<file path="config.mk">
export PLATFORM = sky130hd
export DESIGN_NAME = unix_time_to_day_month_time_unit_flat
export DESIGN_NICKNAME = d
export VERILOG_FILES = /design/src/utdmt_pkg.sv /design/src/utdmt_channels.sv /design/src/utdmt_sec_unit.sv /design/src/utdmt_split.sv /design/src/utdmt_civil.sv /design/src/unix_time_to_day_month_time_unit.sv /design/src/flat_wrapper.sv
export SDC_FILE = /design/constraint.sdc
export NUM_CORES = 2
export LEC_CHECK = 0
export BUFFER_PORTS_ARGS = -buffer_cell sky130_fd_sc_hd__buf_2
export CORE_ASPECT_RATIO = 0.9
export CORE_MARGIN = 3
export CORE_UTILIZATION = 64
export DETAILED_ROUTE_END_ITERATION = 8
export PLACE_DENSITY_LB_ADDON = 0.1
export SETUP_SLACK_MARGIN = 0.5
export SYNTH_ARGS = -nofsm -noshare
export SYNTH_HDL_FRONTEND = slang
export SYNTH_SLANG_ARGS = --single-unit
</file>
<file path="constraint.sdc">
create_clock -name clock -period 36.4 [get_ports clock]
set_input_delay 10.92 -clock clock [delete_from_list [all_inputs] [get_ports clock]]
set_output_delay 10.92 -clock clock [all_outputs]
set_load 0.01 [all_outputs]
</file>
<file path="src/utdmt_pkg.sv">
package utdmt_pkg;

   // Timestamps above this are in milliseconds.
   localparam logic [47:0] MsThreshold = 48'd100000000000;
   localparam logic [15:0] ZoneReset   = 16'd10800;

   localparam logic [31:0] SecPerDay   = 32'd86400;
   localparam logic [19:0] EpochShift  = 20'd719468;
   localparam logic [19:0] FourEras    = 20'd584388;
   localparam logic [19:0] FiveEras    = 20'd730485;
   localparam logic [17:0] DaysPerCent = 18'd36524;
   localparam logic [17:0] LastDoe     = 18'd146096;

   // Reciprocals for constant division, each exact over the range it serves.
   localparam logic [31:0] Div125Mult  = 32'd2199023256;   // shift 38, x < 2^31
   localparam logic [25:0] Div675Mult  = 26'd50903317;     // shift 35, x < 2^25
   localparam logic [12:0] Div225Mult  = 13'd4661;         // shift 20, x < 5400
   localparam logic [15:0] Div15Mult   = 16'd34953;        // shift 19, x < 21600
   localparam logic [14:0] Div365AMult = 15'd22983;        // shift 23, x < 36525
   localparam logic [17:0] Div365BMult = 18'd183860;       // shift 26, x < 146097
   localparam logic [10:0] Div153Mult  = 11'd1714;         // shift 18, x < 1828

   typedef struct packed {
      logic        valid;
      logic [31:0] seconds;
   } utdmt_sec_beat_type;

   typedef struct packed {
      logic        valid;
      logic [15:0] days;
      logic [4:0]  hour;
      logic [5:0]  minute;
   } utdmt_day_beat_type;

   typedef struct packed {
      logic        valid;
      logic [4:0]  day;
      logic [3:0]  month;
      logic [4:0]  hour;
      logic [5:0]  minute;
   } utdmt_date_beat_type;

   function automatic logic [23:0] div125(input logic [30:0] x);
      logic [62:0] p;
      p = 63'(x) * 63'(Div125Mult);
      return p[61:38];
   endfunction

   // Days before the first of each month of the March-based year.
   function automatic logic [8:0] month_start(input logic [3:0] mp);
      logic [8:0] r;
      unique case (mp)
         4'd0:    r = 9'd0;
         4'd1:    r = 9'd31;
         4'd2:    r = 9'd61;
         4'd3:    r = 9'd92;
         4'd4:    r = 9'd122;
         4'd5:    r = 9'd153;
         4'd6:    r = 9'd184;
         4'd7:    r = 9'd214;
         4'd8:    r = 9'd245;
         4'd9:    r = 9'd275;
         4'd10:   r = 9'd306;
         4'd11:   r = 9'd337;
         default: r = 9'd0;
      endcase
      return r;
   endfunction

endpackage

</file>
<file path="src/utdmt_channels.sv">
interface utdmt_req_if;
   logic        valid;
   logic        ready;
   logic [47:0] timestamp_value;

   modport source (output valid, output timestamp_value, input ready);
   modport sink   (input valid, input timestamp_value, output ready);
endinterface

interface utdmt_rsp_if;
   logic       valid;
   logic       ready;
   logic [4:0] day_of_month;
   logic [3:0] month_number;
   logic [4:0] hour_of_day;
   logic [5:0] minute_of_hour;

   modport source (output valid, output day_of_month, output month_number,
                   output hour_of_day, output minute_of_hour, input ready);
   modport sink   (input valid, input day_of_month, input month_number,
                   input hour_of_day, input minute_of_hour, output ready);
endinterface

</file>
<file path="src/utdmt_sec_unit.sv">
module utdmt_sec_unit (
   input  logic                          clock,
   input  logic                          reset,
   input  logic                          advance,
   input  logic                          in_valid,
   input  logic [47:0]                   in_timestamp,
   input  logic [15:0]                   zone_offset,
   output utdmt_pkg::utdmt_sec_beat_type sec_beat
);

   logic        s1_valid_ff;
   logic [47:0] s1_ts_ff;

   logic        s2_valid_ff;
   logic        s2_ms_ff, s2_ms_in;
   logic [31:0] s2_low_ff, s2_low_in;
   logic [13:0] s2_q1_ff, s2_q1_in;
   logic [20:0] s2_hi_ff, s2_hi_in;
   logic [23:0] s2_lo_ff, s2_lo_in;
   logic [23:0] s2_quot;

   logic        s3_valid_ff;
   logic        s3_ms_ff;
   logic [31:0] s3_low_ff;
   logic [7:0]  s3_q1_ff;
   logic [30:0] s3_x_ff, s3_x_in;
   logic [20:0] s3_diff;

   logic        s4_valid_ff;
   logic [31:0] s4_sec_ff, s4_sec_in;

   logic        s5_valid_ff;
   logic [31:0] s5_sec_ff, s5_sec_in;

   // A millisecond count is divided by 8 and then by 125, the latter in two
   // long-division steps of 21 and 24 bits.
   always_comb begin
      s2_ms_in  = s1_ts_ff > utdmt_pkg::MsThreshold;
      s2_low_in = s1_ts_ff[31:0];
      s2_hi_in  = s1_ts_ff[47:27];
      s2_lo_in  = s1_ts_ff[26:3];
      s2_quot   = utdmt_pkg::div125({10'd0, s2_hi_in});
      s2_q1_in  = s2_quot[13:0];
   end

   always_comb begin
      s3_diff = s2_hi_ff - 21'(s2_q1_ff) * 21'd125;
      s3_x_in = {s3_diff[6:0], s2_lo_ff};
   end

   // Only the low 32 bits of the quotient are kept.
   always_comb begin
      s4_sec_in = s3_ms_ff ? {s3_q1_ff, utdmt_pkg::div125(s3_x_ff)} : s3_low_ff;
   end

   always_comb begin
      if (s4_sec_ff > 32'(zone_offset)) begin
         s5_sec_in = s4_sec_ff - 32'(zone_offset);
      end else begin
         s5_sec_in = s4_sec_ff;
      end
   end

   always_ff @(posedge clock) begin
      if (reset) begin
         s1_valid_ff <= 1'b0;
         s2_valid_ff <= 1'b0;
         s3_valid_ff <= 1'b0;
         s4_valid_ff <= 1'b0;
         s5_valid_ff <= 1'b0;
      end else if (advance) begin
         s1_valid_ff <= in_valid;
         s2_valid_ff <= s1_valid_ff;
         s3_valid_ff <= s2_valid_ff;
         s4_valid_ff <= s3_valid_ff;
         s5_valid_ff <= s4_valid_ff;
      end
   end

   always_ff @(posedge clock) begin
      if (advance) begin
         s1_ts_ff  <= in_timestamp;
         s2_ms_ff  <= s2_ms_in;
         s2_low_ff <= s2_low_in;
         s2_q1_ff  <= s2_q1_in;
         s2_hi_ff  <= s2_hi_in;
         s2_lo_ff  <= s2_lo_in;
         s3_ms_ff  <= s2_ms_ff;
         s3_low_ff <= s2_low_ff;
         s3_q1_ff  <= s2_q1_ff[7:0];
         s3_x_ff   <= s3_x_in;
         s4_sec_ff <= s4_sec_in;
         s5_sec_ff <= s5_sec_in;
      end
   end

   assign sec_beat.valid   = s5_valid_ff;
   assign sec_beat.seconds = s5_sec_ff;

endmodule

</file>
<file path="src/utdmt_split.sv">
module utdmt_split (
   input  logic                          clock,
   input  logic                          reset,
   input  logic                          advance,
   input  utdmt_pkg::utdmt_sec_beat_type sec_beat,
   output utdmt_pkg::utdmt_day_beat_type day_beat
);

   logic        t1_valid_ff;
   logic [31:0] t1_sec_ff;
   logic [15:0] t1_days_ff, t1_days_in;
   logic [50:0] t1_prod;

   logic        t2_valid_ff;
   logic [15:0] t2_days_ff;
   logic [16:0] t2_rem_ff, t2_rem_in;
   logic [31:0] t2_diff;

   logic        t3_valid_ff;
   logic [15:0] t3_days_ff;
   logic [4:0]  t3_hour_ff, t3_hour_in;
   logic [10:0] t3_mins_ff, t3_mins_in;
   logic [25:0] t3_hprod;
   logic [29:0] t3_mprod;

   logic        t4_valid_ff;
   logic [15:0] t4_days_ff;
   logic [4:0]  t4_hour_ff;
   logic [5:0]  t4_minute_ff, t4_minute_in;
   logic [10:0] t4_diff;

   // 86400 is 128 times 675.
   always_comb begin
      t1_prod    = 51'(sec_beat.seconds[31:7]) * 51'(utdmt_pkg::Div675Mult);
      t1_days_in = t1_prod[50:35];
   end

   always_comb begin
      t2_diff   = t1_sec_ff - 32'(t1_days_ff) * utdmt_pkg::SecPerDay;
      t2_rem_in = t2_diff[16:0];
   end

   // Hours and whole minutes of the day are found side by side.
   always_comb begin
      t3_hprod   = 26'(t2_rem_ff[16:4]) * 26'(utdmt_pkg::Div225Mult);
      t3_mprod   = 30'(t2_rem_ff[16:2]) * 30'(utdmt_pkg::Div15Mult);
      t3_hour_in = t3_hprod[24:20];
      t3_mins_in = t3_mprod[29:19];
   end

   always_comb begin
      t4_diff      = t3_mins_ff - 11'(t3_hour_ff) * 11'd60;
      t4_minute_in = t4_diff[5:0];
   end

   always_ff @(posedge clock) begin
      if (reset) begin
         t1_valid_ff <= 1'b0;
         t2_valid_ff <= 1'b0;
         t3_valid_ff <= 1'b0;
         t4_valid_ff <= 1'b0;
      end else if (advance) begin
         t1_valid_ff <= sec_beat.valid;
         t2_valid_ff <= t1_valid_ff;
         t3_valid_ff <= t2_valid_ff;
         t4_valid_ff <= t3_valid_ff;
      end
   end

   always_ff @(posedge clock) begin
      if (advance) begin
         t1_sec_ff    <= sec_beat.seconds;
         t1_days_ff   <= t1_days_in;
         t2_days_ff   <= t1_days_ff;
         t2_rem_ff    <= t2_rem_in;
         t3_days_ff   <= t2_days_ff;
         t3_hour_ff   <= t3_hour_in;
         t3_mins_ff   <= t3_mins_in;
         t4_days_ff   <= t3_days_ff;
         t4_hour_ff   <= t3_hour_ff;
         t4_minute_ff <= t4_minute_in;
      end
   end

   assign day_beat.valid  = t4_valid_ff;
   assign day_beat.days   = t4_days_ff;
   assign day_beat.hour   = t4_hour_ff;
   assign day_beat.minute = t4_minute_ff;

endmodule

</file>
<file path="src/utdmt_civil.sv">
module utdmt_civil (
   input  logic                           clock,
   input  logic                           reset,
   input  logic                           advance,
   input  utdmt_pkg::utdmt_day_beat_type  day_beat,
   output utdmt_pkg::utdmt_date_beat_type date_beat
);

   logic        c1_valid_ff;
   logic [17:0] c1_doe_ff, c1_doe_in;
   logic [4:0]  c1_hour_ff;
   logic [5:0]  c1_minute_ff;
   logic [19:0] c1_shifted;
   logic [19:0] c1_diff;

   logic        c2_valid_ff;
   logic [17:0] c2_doe_ff;
   logic [6:0]  c2_quad_ff, c2_quad_in;
   logic [2:0]  c2_cent_ff, c2_cent_in;
   logic        c2_last_ff, c2_last_in;
   logic [4:0]  c2_hour_ff;
   logic [5:0]  c2_minute_ff;
   logic [29:0] c2_prod;

   logic        c3_valid_ff;
   logic [17:0] c3_doe_ff;
   logic [8:0]  c3_yoe_ff, c3_yoe_in;
   logic [4:0]  c3_hour_ff;
   logic [5:0]  c3_minute_ff;
   logic [17:0] c3_span;
   logic [35:0] c3_prod;

   logic        c4_valid_ff;
   logic [8:0]  c4_doy_ff, c4_doy_in;
   logic [4:0]  c4_hour_ff;
   logic [5:0]  c4_minute_ff;
   logic [1:0]  c4_cent;
   logic [17:0] c4_diff;

   logic        c5_valid_ff;
   logic [8:0]  c5_doy_ff;
   logic [3:0]  c5_mp_ff, c5_mp_in;
   logic [4:0]  c5_hour_ff;
   logic [5:0]  c5_minute_ff;
   logic [21:0] c5_prod;

   logic [8:0]  c6_day;

   // The shifted day count always falls in the fifth or sixth era.
   always_comb begin
      c1_shifted = 20'(day_beat.days) + utdmt_pkg::EpochShift;
      if (c1_shifted >= utdmt_pkg::FiveEras) begin
         c1_diff = c1_shifted - utdmt_pkg::FiveEras;
      end else begin
         c1_diff = c1_shifted - utdmt_pkg::FourEras;
      end
      c1_doe_in = c1_diff[17:0];
   end

   always_comb begin
      c2_prod    = 30'(c1_doe_ff[17:2]) * 30'(utdmt_pkg::Div365AMult);
      c2_quad_in = c2_prod[29:23];
      c2_cent_in = 3'(c1_doe_ff >= utdmt_pkg::DaysPerCent)
                 + 3'(c1_doe_ff >= 18'd73048)
                 + 3'(c1_doe_ff >= 18'd109572)
                 + 3'(c1_doe_ff >= utdmt_pkg::LastDoe);
      c2_last_in = c1_doe_ff == utdmt_pkg::LastDoe;
   end

   always_comb begin
      c3_span   = c2_doe_ff - 18'(c2_quad_ff) + 18'(c2_cent_ff) - 18'(c2_last_ff);
      c3_prod   = 36'(c3_span) * 36'(utdmt_pkg::Div365BMult);
      c3_yoe_in = c3_prod[34:26];
   end

   always_comb begin
      c4_cent   = 2'(c3_yoe_ff >= 9'd100) + 2'(c3_yoe_ff >= 9'd200)
                + 2'(c3_yoe_ff >= 9'd300);
      c4_diff   = c3_doe_ff - (18'(c3_yoe_ff) * 18'd365 + 18'(c3_yoe_ff[8:2])
                - 18'(c4_cent));
      c4_doy_in = c4_diff[8:0];
   end

   always_comb begin
      c5_prod  = (22'(c4_doy_ff) * 22'd5 + 22'd2) * 22'(utdmt_pkg::Div153Mult);
      c5_mp_in = c5_prod[21:18];
   end

   // Months run from March, so the last two wrap into the next year.
   always_comb begin
      c6_day          = c5_doy_ff - utdmt_pkg::month_start(c5_mp_ff) + 9'd1;
      date_beat.valid = c5_valid_ff;
      date_beat.day   = c6_day[4:0];
      if (c5_mp_ff < 4'd10) begin
         date_beat.month = c5_mp_ff + 4'd3;
      end else begin
         date_beat.month = c5_mp_ff - 4'd9;
      end
      date_beat.hour   = c5_hour_ff;
      date_beat.minute = c5_minute_ff;
   end

   always_ff @(posedge clock) begin
      if (reset) begin
         c1_valid_ff <= 1'b0;
         c2_valid_ff <= 1'b0;
         c3_valid_ff <= 1'b0;
         c4_valid_ff <= 1'b0;
         c5_valid_ff <= 1'b0;
      end else if (advance) begin
         c1_valid_ff <= day_beat.valid;
         c2_valid_ff <= c1_valid_ff;
         c3_valid_ff <= c2_valid_ff;
         c4_valid_ff <= c3_valid_ff;
         c5_valid_ff <= c4_valid_ff;
      end
   end

   always_ff @(posedge clock) begin
      if (advance) begin
         c1_doe_ff    <= c1_doe_in;
         c1_hour_ff   <= day_beat.hour;
         c1_minute_ff <= day_beat.minute;
         c2_doe_ff    <= c1_doe_ff;
         c2_quad_ff   <= c2_quad_in;
         c2_cent_ff   <= c2_cent_in;
         c2_last_ff   <= c2_last_in;
         c2_hour_ff   <= c1_hour_ff;
         c2_minute_ff <= c1_minute_ff;
         c3_doe_ff    <= c2_doe_ff;
         c3_yoe_ff    <= c3_yoe_in;
         c3_hour_ff   <= c2_hour_ff;
         c3_minute_ff <= c2_minute_ff;
         c4_doy_ff    <= c4_doy_in;
         c4_hour_ff   <= c3_hour_ff;
         c4_minute_ff <= c3_minute_ff;
         c5_doy_ff    <= c4_doy_ff;
         c5_mp_ff     <= c5_mp_in;
         c5_hour_ff   <= c4_hour_ff;
         c5_minute_ff <= c4_minute_ff;
      end
   end

endmodule

</file>
<file path="src/unix_time_to_day_month_time_unit.sv">
// Converts a Unix timestamp to local day of month, month, hour and minute.
// The request channel carries one timestamp per beat; a value above
// 100000000000 is read as milliseconds. The response channel carries the
// day, month, hour and minute of that instant after the time-zone offset in
// the single configuration register has been taken off (only when the
// seconds exceed it). The register is written with csr_wr_en and
// csr_wr_data and should only change while no beat is in flight.
// The block is a fifteen-register pipeline, and one beat is accepted every
// cycle while the response side takes results. When the receiver stalls, the
// whole pipeline holds and req_chan.ready falls until the waiting result is
// taken, so nothing is lost or repeated. Reset empties the pipeline and the
// output register and sets the zone offset to 10800 seconds.
module unix_time_to_day_month_time_unit (
   input  logic        clock,
   input  logic        reset,
   utdmt_req_if.sink   req_chan,
   utdmt_rsp_if.source rsp_chan,
   input  logic        csr_wr_en,
   input  logic [15:0] csr_wr_data
);

   logic                            advance;
   logic [15:0]                     zone_ff;
   utdmt_pkg::utdmt_sec_beat_type   sec_beat;
   utdmt_pkg::utdmt_day_beat_type   day_beat;
   utdmt_pkg::utdmt_date_beat_type  date_beat;

   logic       rsp_valid_ff;
   logic [4:0] rsp_day_ff;
   logic [3:0] rsp_month_ff;
   logic [4:0] rsp_hour_ff;
   logic [5:0] rsp_minute_ff;

   // Every stage moves on together unless a result waits unclaimed.
   assign advance        = !rsp_valid_ff || rsp_chan.ready;
   assign req_chan.ready = advance;

   always_ff @(posedge clock) begin
      if (reset) begin
         zone_ff <= utdmt_pkg::ZoneReset;
      end else if (csr_wr_en) begin
         zone_ff <= csr_wr_data;
      end
   end

   utdmt_sec_unit u_sec_unit (
      .clock        (clock),
      .reset        (reset),
      .advance      (advance),
      .in_valid     (req_chan.valid),
      .in_timestamp (req_chan.timestamp_value),
      .zone_offset  (zone_ff),
      .sec_beat     (sec_beat)
   );

   utdmt_split u_split (
      .clock    (clock),
      .reset    (reset),
      .advance  (advance),
      .sec_beat (sec_beat),
      .day_beat (day_beat)
   );

   utdmt_civil u_civil (
      .clock     (clock),
      .reset     (reset),
      .advance   (advance),
      .day_beat  (day_beat),
      .date_beat (date_beat)
   );

   always_ff @(posedge clock) begin
      if (reset) begin
         rsp_valid_ff <= 1'b0;
      end else if (advance) begin
         rsp_valid_ff <= date_beat.valid;
      end
   end

   always_ff @(posedge clock) begin
      if (advance) begin
         rsp_day_ff    <= date_beat.day;
         rsp_month_ff  <= date_beat.month;
         rsp_hour_ff   <= date_beat.hour;
         rsp_minute_ff <= date_beat.minute;
      end
   end

   assign rsp_chan.valid          = rsp_valid_ff;
   assign rsp_chan.day_of_month   = rsp_day_ff;
   assign rsp_chan.month_number   = rsp_month_ff;
   assign rsp_chan.hour_of_day    = rsp_hour_ff;
   assign rsp_chan.minute_of_hour = rsp_minute_ff;

   a_result_lands : assert property (@(posedge clock) disable iff (reset)
      advance && date_beat.valid |=> rsp_valid_ff)
      else $error("finished beat did not reach the output register");

   a_month_range : assert property (@(posedge clock) disable iff (reset)
      rsp_valid_ff |-> (rsp_month_ff >= 4'd1 && rsp_month_ff <= 4'd12))
      else $error("month out of range");

   a_day_range : assert property (@(posedge clock) disable iff (reset)
      rsp_valid_ff |-> (rsp_day_ff >= 5'd1))
      else $error("day of month is zero");

   a_clock_range : assert property (@(posedge clock) disable iff (reset)
      rsp_valid_ff |-> (rsp_hour_ff <= 5'd23 && rsp_minute_ff <= 6'd59))
      else $error("time of day out of range");

endmodule
</file>
<file path="src/flat_wrapper.sv">
// flat-port wrapper written by rule: the top's interface ports become plain ports
module unix_time_to_day_month_time_unit_flat 
  (clock, reset, csr_wr_en, csr_wr_data, req_chan_valid, req_chan_timestamp_value, req_chan_ready, rsp_chan_valid, rsp_chan_day_of_month, rsp_chan_month_number, rsp_chan_hour_of_day, rsp_chan_minute_of_hour, rsp_chan_ready);
  utdmt_req_if req_chan_i ();
  utdmt_rsp_if rsp_chan_i ();
  input  logic clock;
  input  logic reset;
  input  logic csr_wr_en;
  input  logic [15:0] csr_wr_data;
  input wire logic [$bits(req_chan_i.valid)-1:0] req_chan_valid;
  input wire logic [$bits(req_chan_i.timestamp_value)-1:0] req_chan_timestamp_value;
  output wire logic [$bits(req_chan_i.ready)-1:0] req_chan_ready;
  output wire logic [$bits(rsp_chan_i.valid)-1:0] rsp_chan_valid;
  output wire logic [$bits(rsp_chan_i.day_of_month)-1:0] rsp_chan_day_of_month;
  output wire logic [$bits(rsp_chan_i.month_number)-1:0] rsp_chan_month_number;
  output wire logic [$bits(rsp_chan_i.hour_of_day)-1:0] rsp_chan_hour_of_day;
  output wire logic [$bits(rsp_chan_i.minute_of_hour)-1:0] rsp_chan_minute_of_hour;
  input wire logic [$bits(rsp_chan_i.ready)-1:0] rsp_chan_ready;
  assign req_chan_i.valid = req_chan_valid;
  assign req_chan_i.timestamp_value = req_chan_timestamp_value;
  assign req_chan_ready = req_chan_i.ready;
  assign rsp_chan_valid = rsp_chan_i.valid;
  assign rsp_chan_day_of_month = rsp_chan_i.day_of_month;
  assign rsp_chan_month_number = rsp_chan_i.month_number;
  assign rsp_chan_hour_of_day = rsp_chan_i.hour_of_day;
  assign rsp_chan_minute_of_hour = rsp_chan_i.minute_of_hour;
  assign rsp_chan_i.ready = rsp_chan_ready;
  unix_time_to_day_month_time_unit u_core (.clock(clock), .reset(reset), .req_chan(req_chan_i), .rsp_chan(rsp_chan_i), .csr_wr_en(csr_wr_en), .csr_wr_data(csr_wr_data));
endmodule
</file>
== Word-level counts from Yosys, hierarchy flattened ==
Memories as Yosys holds them, arrays and structs flattened. A register that Yosys moved wholly into a read port is not among the register bits.
Cells that the tools add are included.
Word-level totals
  RAM bits: 0
  memories: 1
  bits in registers: 571
  ROM bits: 144
  bits in latches: 0
Memories
  (no name shown): words 16, width 9, rd ports 1, clocked after Yosys merged registers in 1, wr ports 0, RTL line utdmt_pkg.sv:52  | unique case (mp)
Cells by class
  eq/ne operators: 1
  divide/modulo/power cells: 0
  reduce and logical (&&, ||, !) cells: 2
  bitwise gates (word level): 0
  multiplexer cells: 5
  $mul: 13
  shift-type cells: 0
  add/sub/neg operators: 23
  magnitude comparators: 11
Operators with widths (count)
  32-bit 2-to-1 mux: 2
  31-bit by 29-bit multiplier with 59-bit output (second input constant): 1
  25-bit by 26-bit multiplier with 51-bit output (second input constant): 1
  21-bit by 29-bit multiplier with 49-bit output (second input constant): 1
  48-bit by 37-bit > comparator with 1-bit output (second input constant): 1
  18-bit by 17-bit >= comparator with 1-bit output (second input constant): 2
  18-bit by 16-bit multiplier with 33-bit output (second input constant): 1
  32-bit by 16-bit > comparator with 1-bit output: 1
  32-bit by 16-bit subtractor with 32-bit output: 1
  16-bit by 15-bit multiplier with 30-bit output (second input constant): 1
  13-bit by 13-bit multiplier with 25-bit output (second input constant): 1
  15-bit by 16-bit multiplier with 25-bit output (second input constant): 1
  13-bit by 10-bit multiplier with 21-bit output (second input constant): 1
  16-bit by 20-bit adder with 20-bit output (second input constant): 1
  20-bit >= comparator (second input constant): 1
  18-bit by 3-bit adder with 18-bit output: 1
  18-bit equality test (second input constant): 1
  18-bit by 16-bit >= comparator with 1-bit output (second input constant): 1
  18-bit >= comparator (second input constant): 1
  18-bit 2-to-1 mux: 1
  18-bit by 1-bit subtractor with 18-bit output: 1
  18-bit by 16-bit subtractor with 18-bit output (second input constant): 1
  18-bit subtractor (second input constant): 1
  18-bit by 7-bit subtractor with 18-bit output: 1
  other kinds (27): 29

== Depth between registers and ports, before layout ==
  word-level depth: 5
  gate-level depth with buffers: 38
  gate-level depth less buffers: 38

== By module ==
From an unflattened synthesis, not the netlist that was laid out.
Unflattened totals
  cell total of the unflattened synthesis: 6326
  area total of the unflattened synthesis: 70370.0 µm²
By module, submodules not included
  utdmt_sec_unit: seq. area each 6195.9 µm², area an instance 30461.7 µm², cells an instance 2728, times used 1
  utdmt_civil: seq. area each 4344.2 µm², area an instance 20360.8 µm², cells an instance 1875, times used 1
  utdmt_split: seq. area each 3563.4 µm², area an instance 18316.3 µm², cells an instance 1647, times used 1
  unix_time_to_day_month_time_unit: seq. area each 940.9 µm², area an instance 1231.2 µm², cells an instance 76, times used 1

== Worst setup path before layout ==
Ideal clock, no wire load.
  kind: input to output
  start point: input rsp_chan_ready
  end point: output req_chan_ready
  cell stages on the path: 4
  arrival: 24286 ps
  path slack: 1194 ps
  data required time: 25480 ps
  cells stage by stage: nor2b_1 -> clkbuf_1 -> inv_2 -> buf_1
On the way
  word-level cells in the longest chain between the ends: 1
RTL lines
  from (decl): RTL line flat_wrapper.sv:18  | input wire logic [$bits(rsp_chan_i.ready)-1:0] rsp_chan_ready;
  1-bit logical OR: RTL line unix_time_to_day_month_time_unit.sv:35  | assign advance = !rsp_valid_ff || rsp_chan.ready;
  to (decl): RTL line flat_wrapper.sv:12  | output wire logic [$bits(req_chan_i.ready)-1:0] req_chan_ready;
Every way passes these cells.

== Worst setup path after layout ==
Same ends and word-level chain as after synthesis.

==> results.yml <==
final_layout:
  num-nets-final: 8937
  areaGrowthSynthToFinish_pct: 6.26
  nFillCells: 8042
  seq_area_um2: 15000
  final_area_um2: 73600
  multiInputGateArea_um2: 47700
  drive_above_1_share_pct: 4.39
  final_cell_mix: "inv_1, ha_1, fa_1, edfxtp_1, a21oi_1"
  final_common_cell: "inv_1"
routing:
  ant_nets: 0
  drtPass1Iterations: 5
  vias: 42226
  drtIter0Drc: 2190
  finalWirelength_um: 142000
  via_per_inst: 5.39
  drc: 0
  wire_per_inst_um: 18.1
yosys:
  syn_avg_cell_area_um2: 11.2
  async_flop_share_pct: 0
  ys_warn_count: 0
  syn_area_um2: 69300
  synth_ff_type: "edfxtp_1"
  synth_fp_nets: 8775
  ys_seq_area_share_pct: 21.6
  ys_ff_latch: 511
  synth_edf_count: 475
  synthCells: 6188
  yosysUniqueCellTypes: 85
clock_network:
  ctsResizeCount: 0
  cts_tree: "done"
  clkTransAtPathRegs_ns: 0.06
  cts_max_level: 2
  cts.path.max_buffers: 3
  numCtsBuffers: 56
  root_buffer: "clkbuf_16"
  cts_sinks: 511
  hold_buffers: 0
  clk_latency_ns: 0.67
  cts_setup_buffers: 0
grt:
  grt_max_degree: 93
  antenna_found_initial: 1
  grt_usage_pct: 26.4
  grt_pass1_wl_um: 236000
  gr-total-overflow: 0
  grt_pass1_vias: 45430
setup_path:
  r2r-end: "u_core.u_civil.c3_yoe_ff[8]"
  path_class: "in2out"
  cp_slowest_stage_delay_ns: 0.55
  worstSetupEndpoint: "req_chan_ready"
  critical_path.top_delay_family: "buffers and inverters"
  cp-startpoint: "rsp_chan_ready"
  crit-reg2reg-launch: "u_core.u_civil.c2_doe_ff[0]"
  cp.buffers_inverters: 4
  crit_arrival_ns: 12.06
  slowest_stage: "inv_8"
  end_kind: "primary output"
  reg2reg_slack_ns: 26.52
  start_kind: "input port"
  critical_path_depth: 5
  path_cells: "buf_2 -> nor2b_1 -> buf_4 -> inv_8 -> buf_2"
  cp_data_required_time_ns: 25.48
  critPathMaxFanout: 94
  r2r.worst_path.cells: 34
  cpMostUsedCell: "buf_2"
floorplanning:
  dieWidth_um: 353
  die_y_um: 318
  core-area_um2: 106000
  start_util_pct: 65.1
  io_pins: 91
  rows: 113
  dieArea_um2: 112000
timing:
  worstMarginPinSlew_ns: 1.05
  finalHoldViolations: 0
  slew_viol_final: 0
  rsz0062_at_grt: "no"
  setup_violations: 0
  final.period_utilization_pct: 63.1
  fmax_mhz: 43.5
  setup_tns_ns: 0
  holdWs_ns: 0.398
  fin_crit_ns: 22.98
  clock_skew_ns: 0.0329
  slew_headroom_pct: 29.8
  timing.final.ws_setup_ns: 13.42
min_path:
  min_path_type: "reg2reg"
placed_design:
  place_ws_ns: 13.37
  postPlaceCellArea_um2: 71700
  dp_hpwl_um: 118000
  io_buffers: 90
  gp_congestion: 0.959
run:
  drv_cap: 0
run_status:
  outcome: "completed"
## area by class of cell
type | instances | area share, %
tap | 1437 | 2.44
timing repair buffer | 127 | 0.989
inverter | 1712 | 8.74
clock inverter | 42 | 0.663
sequential | 511 | 20.4
multi-input combinational | 3942 | 64.9
antenna | 2 | 0.00680
clock buffer | 63 | 1.94
## synth_stat cells, types with 15 or more instances
library cell / n / area [um^2]
or3_1: 15 / 93.8
nor4_1: 15 / 93.8
mux2_2: 32 / 360
nor3_1: 50 / 250
o21ai_0: 117 / 586
a211oi_1: 18 / 135
fa_1: 939 / 18800
o21bai_1: 16 / 120
o21a_1: 48 / 360
a21o_1: 83 / 623
nor2b_1: 22 / 138
dfxtp_1: 36 / 721
o211ai_1: 20 / 150
nor2_1: 129 / 484
xor2_1: 71 / 622
inv_1: 1711 / 6420
ha_1: 1579 / 19800
nand2b_1: 25 / 156
nand4_1: 25 / 156
mux2i_1: 23 / 230
nand3_1: 50 / 250
edfxtp_1: 475 / 14300
xnor2_1: 164 / 1440
a31oi_1: 18 / 113
nand2_1: 149 / 559
a21oi_1: 169 / 846
## logic make-up (layout without fill, tap and decap cells)
family | after synthesis | count (layout) | share of synthesized area (%)
and+or+nand+nor | 541 | 541 | 3.84
other | 0 | 2 | 0
buffers and inverters | 1735 | 1944 | 9.45
xor gates and xnor gates | 236 | 236 | 3.00
adders and majority gates | 2518 | 2518 | 55.7
DFF | 511 | 511 | 21.6
AOI/OAI and AO/OA | 592 | 592 | 5.57
muxes | 55 | 55 | 0.853
## registers in the layout, summed over array words and instances (netlist names), 16 cells and up, named ones only
name / cells
u_core.u_split.t3_days_ff: 16
u_core.u_sec_unit.s4_sec_ff: 32
u_core.u_sec_unit.s2_low_ff: 31
u_core.u_sec_unit.s1_ts_ff: 48
u_core.zone_ff: 16
u_core.u_sec_unit.s3_low_ff: 32
u_core.u_civil.c1_doe_ff: 18
u_core.u_civil.c2_doe_ff: 18
u_core.u_sec_unit.s5_sec_ff: 30
u_core.u_split.t1_days_ff: 16
u_core.u_split.t2_days_ff: 16
u_core.u_split.t4_days_ff: 16
## metrics by stage
step,utilization [%],std cells
final,69.1,7836
after global routing,69.1,7834
after CTS,69.1,7834
after detailed placement,67.3,7729
after global placement,67.3,7729
after floorplan,-,6188
## routing by layer
metal	global-route usage, %	share of wire (%)	wire length (um)	vias up
li1	-	-	-	20390
met1	36.5	45	63300	20803
met2	44.6	48	67900	806
met3	2.87	4.3	6110	227
met4	7.29	3.0	4220	0
met5	0	0	0	-
## worst min path at each step
| stage | start | endpoint | slack, ns | depth (start not counted) |
|---|---|---|---|---|
| finish | u_core.u_split.t1_days_ff[13] | u_core.u_split.t2_days_ff[13] | 0.40 | 0 |
| CTS | u_core.u_split.t1_days_ff[12] | u_core.u_split.t2_days_ff[12] | 0.39 | 0 |
| floorplan | u_core.u_civil.c5_hour_ff[0] | u_core.rsp_chan.hour_of_day[0] | 0.40 | 0 |
| detailed placement | u_core.u_civil.c5_minute_ff[4] | u_core.rsp_chan.minute_of_hour[4] | 0.40 | 0 |
| global placement | u_core.u_split.t3_days_ff[13] | u_core.u_split.t4_days_ff[13] | 0.40 | 0 |
| global route | u_core.u_split.t1_days_ff[12] | u_core.u_split.t2_days_ff[12] | 0.39 | 0 |
Power is not shown: default switching activity piles up to over one toggle a cycle in this logic, so the estimate is an artifact.
